**src/hdl/itaf_pkg.sv**
```systemverilog
// Shared types, character codes and a helper function of the integer to ASCII formatter.
package itaf_pkg;

    typedef enum logic [1:0] {
        ST_IDLE,
        ST_CONVERT,
        ST_SKIP,
        ST_EMIT
    } state_t;

    localparam int unsigned DIGIT_COUNT = 10;
    localparam int unsigned DIGIT_BITS  = 4 * DIGIT_COUNT;
    localparam int unsigned HEX_DIGITS  = 8;

    localparam logic [6:0] CHAR_ZERO  = 7'h30;
    localparam logic [6:0] CHAR_MINUS = 7'h2D;
    localparam logic [6:0] CHAR_X     = 7'h78;
    localparam logic [6:0] CHAR_A     = 7'h61;

    localparam logic [1:0] PRE_NONE  = 2'd0;
    localparam logic [1:0] PRE_ONE   = 2'd1;
    localparam logic [1:0] PRE_TWO   = 2'd2;

    // ASCII code of one digit or nibble, lower case for 0xA to 0xF
    function automatic logic [6:0] nibble_char(input logic [3:0] nib);
        logic [6:0] code;
        if (nib >= 4'hA)
        begin
            code = CHAR_A + {3'b000, nib - 4'hA};
        end
        else
        begin
            code = CHAR_ZERO + {3'b000, nib};
        end
        return code;
    endfunction

endpackage

```
**src/hdl/integer_to_ascii_formatter_unit.sv**
```systemverilog
// Top level of the integer to ASCII formatter: signed decimal or 0x hex text, one char a beat.

// Formats one signed 32-bit value per request as ASCII text, most significant character
// first, one character per output beat, with tlast on the final character. s_tuser = 0
// selects signed decimal (leading '-' for negatives, no leading zeros, the most negative
// value prints as -2147483648); s_tuser = 1 selects "0x" followed by lower-case hex
// digits with leading zeros dropped and at least one digit. No terminator is sent.
// One request is handled at a time and s_tready stays low until the final character has
// been taken. Steps per request: the idle state takes the request, then for decimal a
// shift-and-add-3 binary to BCD loop shifts in one magnitude bit at a time, then leading
// zero digits are dropped, then the digits are sent, after a minus sign for a negative
// value. Hex skips the BCD loop: leading zero nibbles are dropped, then "0x" and the
// nibbles are sent. Output stalls hold the sending state. The 40-bit digit shift register
// is shared by both modes; its per-digit add-3 adjust serves the BCD loop.
module integer_to_ascii_formatter_unit
(
    input  logic        clk,
    input  logic        rst_n,
    input  logic        s_tvalid,
    output logic        s_tready,
    input  logic [31:0] s_tdata,   // [31:0] value
    input  logic        s_tuser,   // [0] mode (0 decimal, 1 hex)
    output logic        m_tvalid,
    input  logic        m_tready,
    output logic [7:0]  m_tdata,   // [6:0] char_code, [7] zero
    output logic        m_tlast    // last character of the text
);
    import itaf_pkg::*;

    state_t                  state_reg, state_next;
    logic [DIGIT_BITS-1:0]   dig_reg, dig_next;     // BCD digits or hex nibbles, top first
    logic [31:0]             bin_reg, bin_next;     // magnitude being shifted into BCD
    logic [4:0]              bit_reg, bit_next;     // BCD loop bits left minus one
    logic [3:0]              cnt_reg, cnt_next;     // digits left to send
    logic [1:0]              pre_reg, pre_next;     // prefix characters left to send
    logic                    hex_reg, hex_next;

    logic                    in_fire;
    logic                    out_fire;
    logic                    top_zero;
    logic                    is_last;
    logic [6:0]              char_code;
    logic [DIGIT_BITS-1:0]   dig_adj;
    logic [31:0]             mag;

    assign in_fire  = s_tvalid && s_tready;
    assign out_fire = m_tvalid && m_tready;
    assign top_zero = (dig_reg[DIGIT_BITS-1 -: 4] == 4'h0) && (cnt_reg > 4'd1);
    assign is_last  = (pre_reg == PRE_NONE) && (cnt_reg == 4'd1);

    // Two's complement magnitude; the most negative value maps to 0x80000000 unsigned
    assign mag = s_tdata[31] ? (32'd0 - s_tdata) : s_tdata;

    // Add 3 to every BCD digit of 5 or more before the next shift
    always_comb
    begin
        for (int d = 0; d < DIGIT_COUNT; d++)
        begin
            if (dig_reg[4*d +: 4] >= 4'd5)
            begin
                dig_adj[4*d +: 4] = dig_reg[4*d +: 4] + 4'd3;
            end
            else
            begin
                dig_adj[4*d +: 4] = dig_reg[4*d +: 4];
            end
        end
    end

    // Next state
    always_comb
    begin
        state_next = state_reg;
        case (state_reg)
            ST_IDLE:
            begin
                if (in_fire)
                begin
                    state_next = s_tuser ? ST_SKIP : ST_CONVERT;
                end
            end
            ST_CONVERT:
            begin
                if (bit_reg == 5'd0)
                begin
                    state_next = ST_SKIP;
                end
            end
            ST_SKIP:
            begin
                if (!top_zero)
                begin
                    state_next = ST_EMIT;
                end
            end
            ST_EMIT:
            begin
                if (out_fire && is_last)
                begin
                    state_next = ST_IDLE;
                end
            end
            default:
            begin
                state_next = ST_IDLE;
            end
        endcase
    end

    // Datapath next values
    always_comb
    begin
        dig_next = dig_reg;
        bin_next = bin_reg;
        bit_next = bit_reg;
        cnt_next = cnt_reg;
        pre_next = pre_reg;
        hex_next = hex_reg;
        case (state_reg)
            ST_IDLE:
            begin
                if (in_fire)
                begin
                    hex_next = s_tuser;
                    bin_next = mag;
                    bit_next = 5'd31;
                    if (s_tuser)
                    begin
                        // load nibbles at the top of the digit register
                        dig_next = {s_tdata, {(DIGIT_BITS-32){1'b0}}};
                        cnt_next = 4'(HEX_DIGITS);
                        pre_next = PRE_TWO;
                    end
                    else
                    begin
                        dig_next = '0;
                        cnt_next = 4'(DIGIT_COUNT);
                        pre_next = s_tdata[31] ? PRE_ONE : PRE_NONE;
                    end
                end
            end
            ST_CONVERT:
            begin
                // adjust, then shift the next magnitude bit into the BCD digits
                dig_next = {dig_adj[DIGIT_BITS-2:0], bin_reg[31]};
                bin_next = {bin_reg[30:0], 1'b0};
                bit_next = bit_reg - 5'd1;
            end
            ST_SKIP:
            begin
                // drop one leading zero digit a cycle, keep at least one
                if (top_zero)
                begin
                    dig_next = {dig_reg[DIGIT_BITS-5:0], 4'h0};
                    cnt_next = cnt_reg - 4'd1;
                end
            end
            ST_EMIT:
            begin
                if (out_fire)
                begin
                    if (pre_reg != PRE_NONE)
                    begin
                        pre_next = pre_reg - 2'd1;
                    end
                    else
                    begin
                        dig_next = {dig_reg[DIGIT_BITS-5:0], 4'h0};
                        cnt_next = cnt_reg - 4'd1;
                    end
                end
            end
            default:
            begin
                dig_next = dig_reg;
            end
        endcase
    end

    // Outputs
    always_comb
    begin
        if (pre_reg == PRE_NONE)
        begin
            char_code = nibble_char(dig_reg[DIGIT_BITS-1 -: 4]);
        end
        else if (hex_reg)
        begin
            char_code = (pre_reg == PRE_TWO) ? CHAR_ZERO : CHAR_X;
        end
        else
        begin
            char_code = CHAR_MINUS;
        end
        s_tready = (state_reg == ST_IDLE);
        m_tvalid = (state_reg == ST_EMIT);
        m_tdata  = {1'b0, char_code};
        m_tlast  = is_last;
    end

    always_ff @(posedge clk or negedge rst_n)
    begin
        if (!rst_n)
        begin
            state_reg <= ST_IDLE;
            bit_reg   <= '0;
            cnt_reg   <= '0;
            pre_reg   <= PRE_NONE;
            hex_reg   <= 1'b0;
        end
        else
        begin
            state_reg <= state_next;
            bit_reg   <= bit_next;
            cnt_reg   <= cnt_next;
            pre_reg   <= pre_next;
            hex_reg   <= hex_next;
        end
    end

    // Payload registers, no reset
    always_ff @(posedge clk)
    begin
        dig_reg <= dig_next;
        bin_reg <= bin_next;
    end

`ifndef SYNTH
    // Never accept a request while characters of the previous one are pending
    a_no_overlap: assert property (@(posedge clk) disable iff (!rst_n)
        !(s_tready && m_tvalid))
        else $error("input ready while output valid");

    // An accepted request always leaves idle
    a_busy_after_accept: assert property (@(posedge clk) disable iff (!rst_n)
        in_fire |=> !s_tready)
        else $error("still ready after accepting a request");

    // Taking the last character returns to idle
    a_idle_after_last: assert property (@(posedge clk) disable iff (!rst_n)
        (out_fire && m_tlast) |=> s_tready)
        else $error("not idle after final character");

    // A digit always remains while sending
    a_digit_left: assert property (@(posedge clk) disable iff (!rst_n)
        m_tvalid |-> (cnt_reg != 4'd0))
        else $error("sending with no digit left");
`endif

endmodule
```
**config.mk**
```make
export PLATFORM = sky130hd
export DESIGN_NAME = integer_to_ascii_formatter_unit
export DESIGN_NICKNAME = d
export VERILOG_FILES = /design/src/hdl/itaf_pkg.sv /design/src/hdl/integer_to_ascii_formatter_unit.sv
export SDC_FILE = /design/constraint.sdc
export NUM_CORES = 1
export LEC_CHECK = 0
export BUFFER_PORTS_ARGS = -buffer_cell sky130_fd_sc_hd__buf_2
export CAP_MARGIN = 20
export CORE_ASPECT_RATIO = 1.5
export CORE_UTILIZATION = 55
export DETAILED_ROUTE_END_ITERATION = 10
export PLACE_DENSITY = 0.77
export SYNTH_ARGS = -nofsm -noshare
export SYNTH_HDL_FRONTEND = slang
export SYNTH_SLANG_ARGS = --single-unit
export TNS_END_PERCENT = 20
```
**constraint.sdc**
```tcl
create_clock -name clk -period 3.6 [get_ports clk]
set_input_delay 0.36 -clock clk [delete_from_list [all_inputs] [get_ports clk]]
set_output_delay 0.36 -clock clk [all_outputs]
set_load 0.02 [all_outputs]
```
Word level (Yosys, flattened, before mapping)

Index checks and enable logic that the tools add are counted.

Add/sub/neg operators: 17
Order comparisons: 12
Equality and inequality tests: 13
Mux-type cells: 43
Reductions and logical operators: 19

Operators by type and width:

| operator              | count |
|---|---|
| $mux 40               | 5 |
| $pmux 40 s4           | 1 |
| $mux 32               | 2 |
| $pmux 32 s2           | 1 |
| $mux 4                | 13 |
| $ge 4x3->1 const B    | 10 |
| $add 4x2->4 const B   | 9 |
| $sub 1x32->32 const A | 1 |
| $mux 7                | 4 |
| $mux 2                | 10 |
| $pmux 4 s3            | 1 |
| $reduce_and 4->1      | 3 |
| $pmux 5 s2            | 1 |
| $ne 2x1->1 const B    | 4 |
| $ne 2x2->1 const B    | 4 |
| $pmux 2 s4            | 1 |
| $add 6x4->7 const A   | 1 |
| $add 6x5->7 const A   | 1 |
| $eq 2x2->1 const B    | 3 |
| $reduce_bool 2->1     | 3 |
| $logic_and 1x1->1     | 5 |
| $logic_not 5->1       | 1 |
| $mux 5                | 1 |
| $reduce_and 5->1      | 1 |
| other kinds (16)      | 18 |

Bits in registers: 86
Bits of input ports: 37
Output and inout port bits: 11

Depth between registers and ports, before layout

Depth after elaboration: 5
Depth in mapped cells: 8

Worst setup path after synthesis

No wires, ideal clock.

Path kind: reg-to-reg
Start point: register state_reg[0]
End point: register dig_reg[0], enable pin
Setup time: 0.450 ns
Arrival: 3.248 ns
Slack: -0.098 ns
Stages on the path, launching flop included: 7
Buffers on the path: 1
Clock period less this slack: 3.698 ns
Path through: dfrtp_1 > inv_1 > ha_1 > clkbuf_1 > nand2b_1 > o21ai_0 > a21oi_1

Cells in the longest elaborated chain, start to end: 4
Elaborated cells between the ends (all ways): 10
Classes of those cells: eq/ne: 6; reduce/logical: 4

Ends and longest elaborated chain:

| what                                  | RTL line                               | text |
|---|---|---|
| start, declared                       | integer_to_ascii_formatter_unit.sv:30  | `state_t state_reg, state_next;` |
| start signal, assigned                | integer_to_ascii_formatter_unit.sv:213 | `state_reg <= state_next;` |
| $logic_not 2->1 (*)                   | integer_to_ascii_formatter_unit.sv:195 | `s_tready = (state_reg == ST_IDLE);` |
| named net s_tready                    | integer_to_ascii_formatter_unit.sv:20  | `output logic s_tready,` |
| $logic_and 1x1->1                     | integer_to_ascii_formatter_unit.sv:46  | `assign in_fire = s_tvalid && s_tready;` |
| $ne 2x1->1 (no source line) (*)       | -                                      |  |
| $reduce_and 4->1 (no source line) (*) | -                                      |  |
| end signal, assigned                  | integer_to_ascii_formatter_unit.sv:224 | `dig_reg <= dig_next;` |
| end, declared                         | integer_to_ascii_formatter_unit.sv:31  | `logic [DIGIT_BITS-1:0] dig_reg, dig_next;` |

The timed path passes the listed nets; every way through them passes the cells marked *.
A chain may end at the register's enable or synchronous reset.

Worst setup path in the final report

Start point: input s_tdata[0]
End point: register bin_reg[28], data pin

Cells in the longest elaborated chain, start to end: 4

Ends and longest elaborated chain:

| what                   | RTL line                               | text |
|---|---|---|
| start, declared        | integer_to_ascii_formatter_unit.sv:21  | `input logic [31:0] s_tdata,` |
| $sub 1x32->32          | integer_to_ascii_formatter_unit.sv:52  | `assign mag = s_tdata[31] ? (32'd0 - s_tdata) : s_tdata;` |
| $mux 32                | integer_to_ascii_formatter_unit.sv:52  |  |
| $mux 32                | integer_to_ascii_formatter_unit.sv:122 | `if (in_fire)` |
| $pmux 32 s2            | integer_to_ascii_formatter_unit.sv:119 | `case (state_reg)` |
| named net bin_next[28] | integer_to_ascii_formatter_unit.sv:32  | `logic [31:0] bin_reg, bin_next;` |
| end signal, assigned   | integer_to_ascii_formatter_unit.sv:225 | `bin_reg <= bin_next;` |
| end, declared          | integer_to_ascii_formatter_unit.sv:32  |  |

The timed path passes the listed nets, and every way through them passes these cells. The select of a mux whose other input is x is not followed.

==> qor.yml <==
outcome:
  status: "finished clean"
synth:
  yosys_warnings: 0
  synth_cell_types: 58
  yosysSeqAreaShare_pct: 41.4
  synthFlopType: "edfxtp_1"
  syn_area_per_cell_um2: 9.40
  synth-edff-count: 72
  synth.cell_area_mm2: 0.00607
  ys_ff_latch: 86
  synth_nets: 716
  synthCells: 646
  async_flop_share_pct: 16.3
cells_and_area:
  final_nets: 745
  syn2layout_area_growth_pct: 10.8
  final_cell_area_mm2: 0.00673
  multi_input_area_mm2: 0.00327
  largest_register_ffs: 40
  finalCoreUtilization_pct: 63.2
  fill_cells: 873
  seqCellArea_mm2: 0.00251
  diodes: 0
  drive_gt1_share_pct: 13.8
drt:
  drt-initial-drc-count: 401
  antenna_left: 0
  drtPass1Iterations: 7
  wl_per_cell_um: 17.9
  vias: 5208
  drc: 0
  drt_wl_total_mm: 14.8
  routed_via_density: 6.32
power:
  p_clk_share_pct: 15.7
  power_density_mw_per_mm2: 938
  swShare_pct: 41.7
  p_total_mw: 6.31
  power_frac_comb_pct: 48.7
  p_switching_mw: 2.63
  p_seq_share_pct: 35.6
  irDropWorstVdd_mv: 0.585
  p_leak_nw: 2.49
  p_int_mw: 3.68
setup_path:
  crit_arrival_ns: 2.61
  rr_startpoint: "state_reg[0]"
  path_max_fanout: 8
  path_class: "input pin to flip-flop"
  end_kind: "flip-flop"
  reg2reg_slack_ns: 1.19
  crit_start: "s_tdata[0]"
  worstReg2RegEnd: "dig_reg[39]"
  cp-start-kind: "input pin"
  crit_required_ns: 3.80
  cp-endpoint: "bin_reg[28]"
  ff2ff_path_depth: 6
floorplan:
  die_w_um: 87.8
  core_area_mm2: 0.0106
  die_area_mm2: 0.0115
  ios: 48
  die_h_um: 131
  initial_core_util_pct: 57.1
  fp-row-count: 46
sta:
  slew_headroom_pct: 44.0
  max_freq_mhz: 415
  slew_viol_final: 0
  fin_skew_ns: 0.00750
  period_needed_ns: 2.41
  grt_setup_unrepaired: "false"
  tns_ns: 0
  whs_ns: 0.367
  setup_viol: 0
  period_share_pct: 66.9
  final-hold-violation-count: 0
  tightest_slew_ns: 0.833
clock_network:
  numCtsBuffers: 9
  cts_htree_levels: 3
  clk_path_buf_depth: 2
  post_cts_buffers: 0
  clk_transition_reported_paths_ns: 0.06
  clock_latency_ns: 0.34
  cts.sinks: 86
  cts_tree: "yes"
  ctsRootBufferMaster: "clkbuf_16"
global_route:
  grt_max_degree: 96
  grt_usage_pct: 27.2
  grt_pass1_wl_mm: 23.8
  antenna_found_initial: 0
  grt_pass1_vias: 5066
  globalRouteOverflowTotal: 0
placement:
  placed_cell_area_mm2: 0.00641
  dp_hpwl_mm: 10.4
  gp_congestion: 0.908
  portBuffers: 45
hold_path:
  hold_path.class: "input pin to flip-flop"
flow_run:
  cap_violations: 0
[final cells by class]
type	instances	area share (%)
timing repair buffer	55	4.44
clock buffer	9	3.35
tap	144	2.68
inverter	42	2.34
multi-input combinational	481	48.5
clock inverter	7	1.32
sequential	86	37.3
[layout by cell type (no fill, tap or decap), drive strengths merged, types with 3 or more instances in the layout]
| master | Yosys | routed |
|---|---|---|
| o311ai | 8 | 8 |
| xnor2 | 15 | 15 |
| nor4 | 4 | 4 |
| nor3 | 17 | 17 |
| o211ai | 4 | 4 |
| ha | 33 | 33 |
| nand3 | 16 | 16 |
| or4 | 9 | 9 |
| nand4 | 3 | 3 |
| clkbuf | 30 | 9 |
| a22oi | 36 | 36 |
| nor2 | 35 | 35 |
| or3 | 9 | 9 |
| a2111oi | 4 | 4 |
| o21ai | 72 | 72 |
| mux2i | 5 | 5 |
| clkinv | 0 | 3 |
| nand2b | 21 | 21 |
| mux2 | 11 | 11 |
| a2bb2oi | 4 | 4 |
| o41ai | 3 | 3 |
| xor2 | 10 | 10 |
| nand2 | 30 | 30 |
| nor3b | 22 | 22 |
| nor2b | 11 | 11 |
| edfxtp | 72 | 72 |
| a211oi | 4 | 4 |
| dfrtp | 14 | 14 |
| a2111o | 4 | 4 |
| a31oi | 4 | 4 |
| a21oi | 44 | 44 |
| o31ai | 6 | 6 |
| buf | 7 | 54 |
| inv | 42 | 42 |
| nand4b | 5 | 5 |
| or2 | 5 | 5 |
| or4b | 4 | 4 |
[stage by stage]
stage          setup slack (ns)  std cells
2_1_floorplan             0.781        646
3_3_place_gp              0.923        806
3_5_place_dp              0.860        807
4_1_cts                    1.20        824
5_1_grt                   0.951        824
6_report                   1.19        824
[synthesized netlist by cell type, drive strengths merged, types with 2 or more instances]
cell	count	area, µm²
ha	33	413
a22oi	36	270
nor2b	11	68.8
xor2	10	87.6
nand2b	21	131
dfrtp	14	350
and2	2	12.5
nand3	16	80.1
nor4	4	31.3
nand2	30	113
nor3b	22	165
edfxtp	72	2160
o21ai	72	360
o41ai	3	26.3
or4	9	71.3
inv	42	158
a221o	2	20.0
mux2	11	124
o311ai	8	70.1
a21oi	44	220
nand4	3	18.8
a31o	2	17.5
a2bb2oi	4	35.0
or3b	2	17.5
conb	2	7.51
nor2	35	131
buf	7	43.8
a211oi	4	30.0
a2111o	4	45.0
clkbuf	30	113
or2	5	31.3
or4b	4	40.0
a2111oi	4	35.0
xnor2	15	131
o211ai	4	30.0
nor3	17	85.1
a221oi	2	17.5
nand4b	5	43.8
a31oi	4	25.0
o31ai	6	45.0
or3	9	56.3
mux2i	5	50.1
a21o	2	15.0
[cells by family after synthesis]
group / count (synthesis) / share of synthesized area, %
xor+xnor: 25 / 3.60
other cells: 2 / 0.124
fa+ha+maj: 33 / 6.80
compound gates: 208 / 21.8
mux: 16 / 2.86
buf+inv: 79 / 5.17
flops: 86 / 41.4
simple gates: 197 / 18.3
[worst min-delay path by stage]
stage	from	end	slack (ns)	cells past startpoint
after floorplan	rst_n	bit_reg[0]	0.06	0
after global placement	rst_n	hex_reg	0.28	1
after CTS	s_tdata[14]	dig_reg[22]	0.36	3
after global routing	s_tdata[0]	dig_reg[8]	0.38	2
after detailed placement	rst_n	cnt_reg[2]	0.28	1
final	s_tvalid	hex_reg	0.37	3
[metal layers]
layer  vias to the layer above  part of all wire (%)  global-route usage [%]
met5                         -                     0                       0
met4                         0                   5.5                    19.2
met3                        59                   5.0                    4.40
met2                       198                    51                    47.4
met1                      2450                    38                    29.6
li1                       2501                     -                       -
[critical path, stage by stage]
cell     delay [ns]
buf_2          0.12
inv_1          0.07
ha_1           0.18
or4b_1         0.56
or4_1          0.67
or4_1          0.55
nand3_1        0.09
[power by group through the flow]
stage | Clock [mW] | Sequential (mW) | Combinational [mW]
2_1_floorplan | 0 | 2.14 | 2.33
3_3_place_gp | 0 | 2.24 | 2.90
3_5_place_dp | 0 | 2.26 | 3.04
4_1_cts | 1.01 | 2.24 | 3.07
5_1_grt | 1.05 | 2.31 | 3.44
6_report | 0.990 | 2.25 | 3.08
[repair_timing]
| item | 4_1_cts | 5_1_grt |
|---|---|---|
| hold buffers | 1 | 0 |
| setup endpoints to repair | 0 | 0 |
| hold endpoints to repair | 14 | 0 |
| gates resized for setup | 0 | 0 |
(Power assumes the default switching activity.)
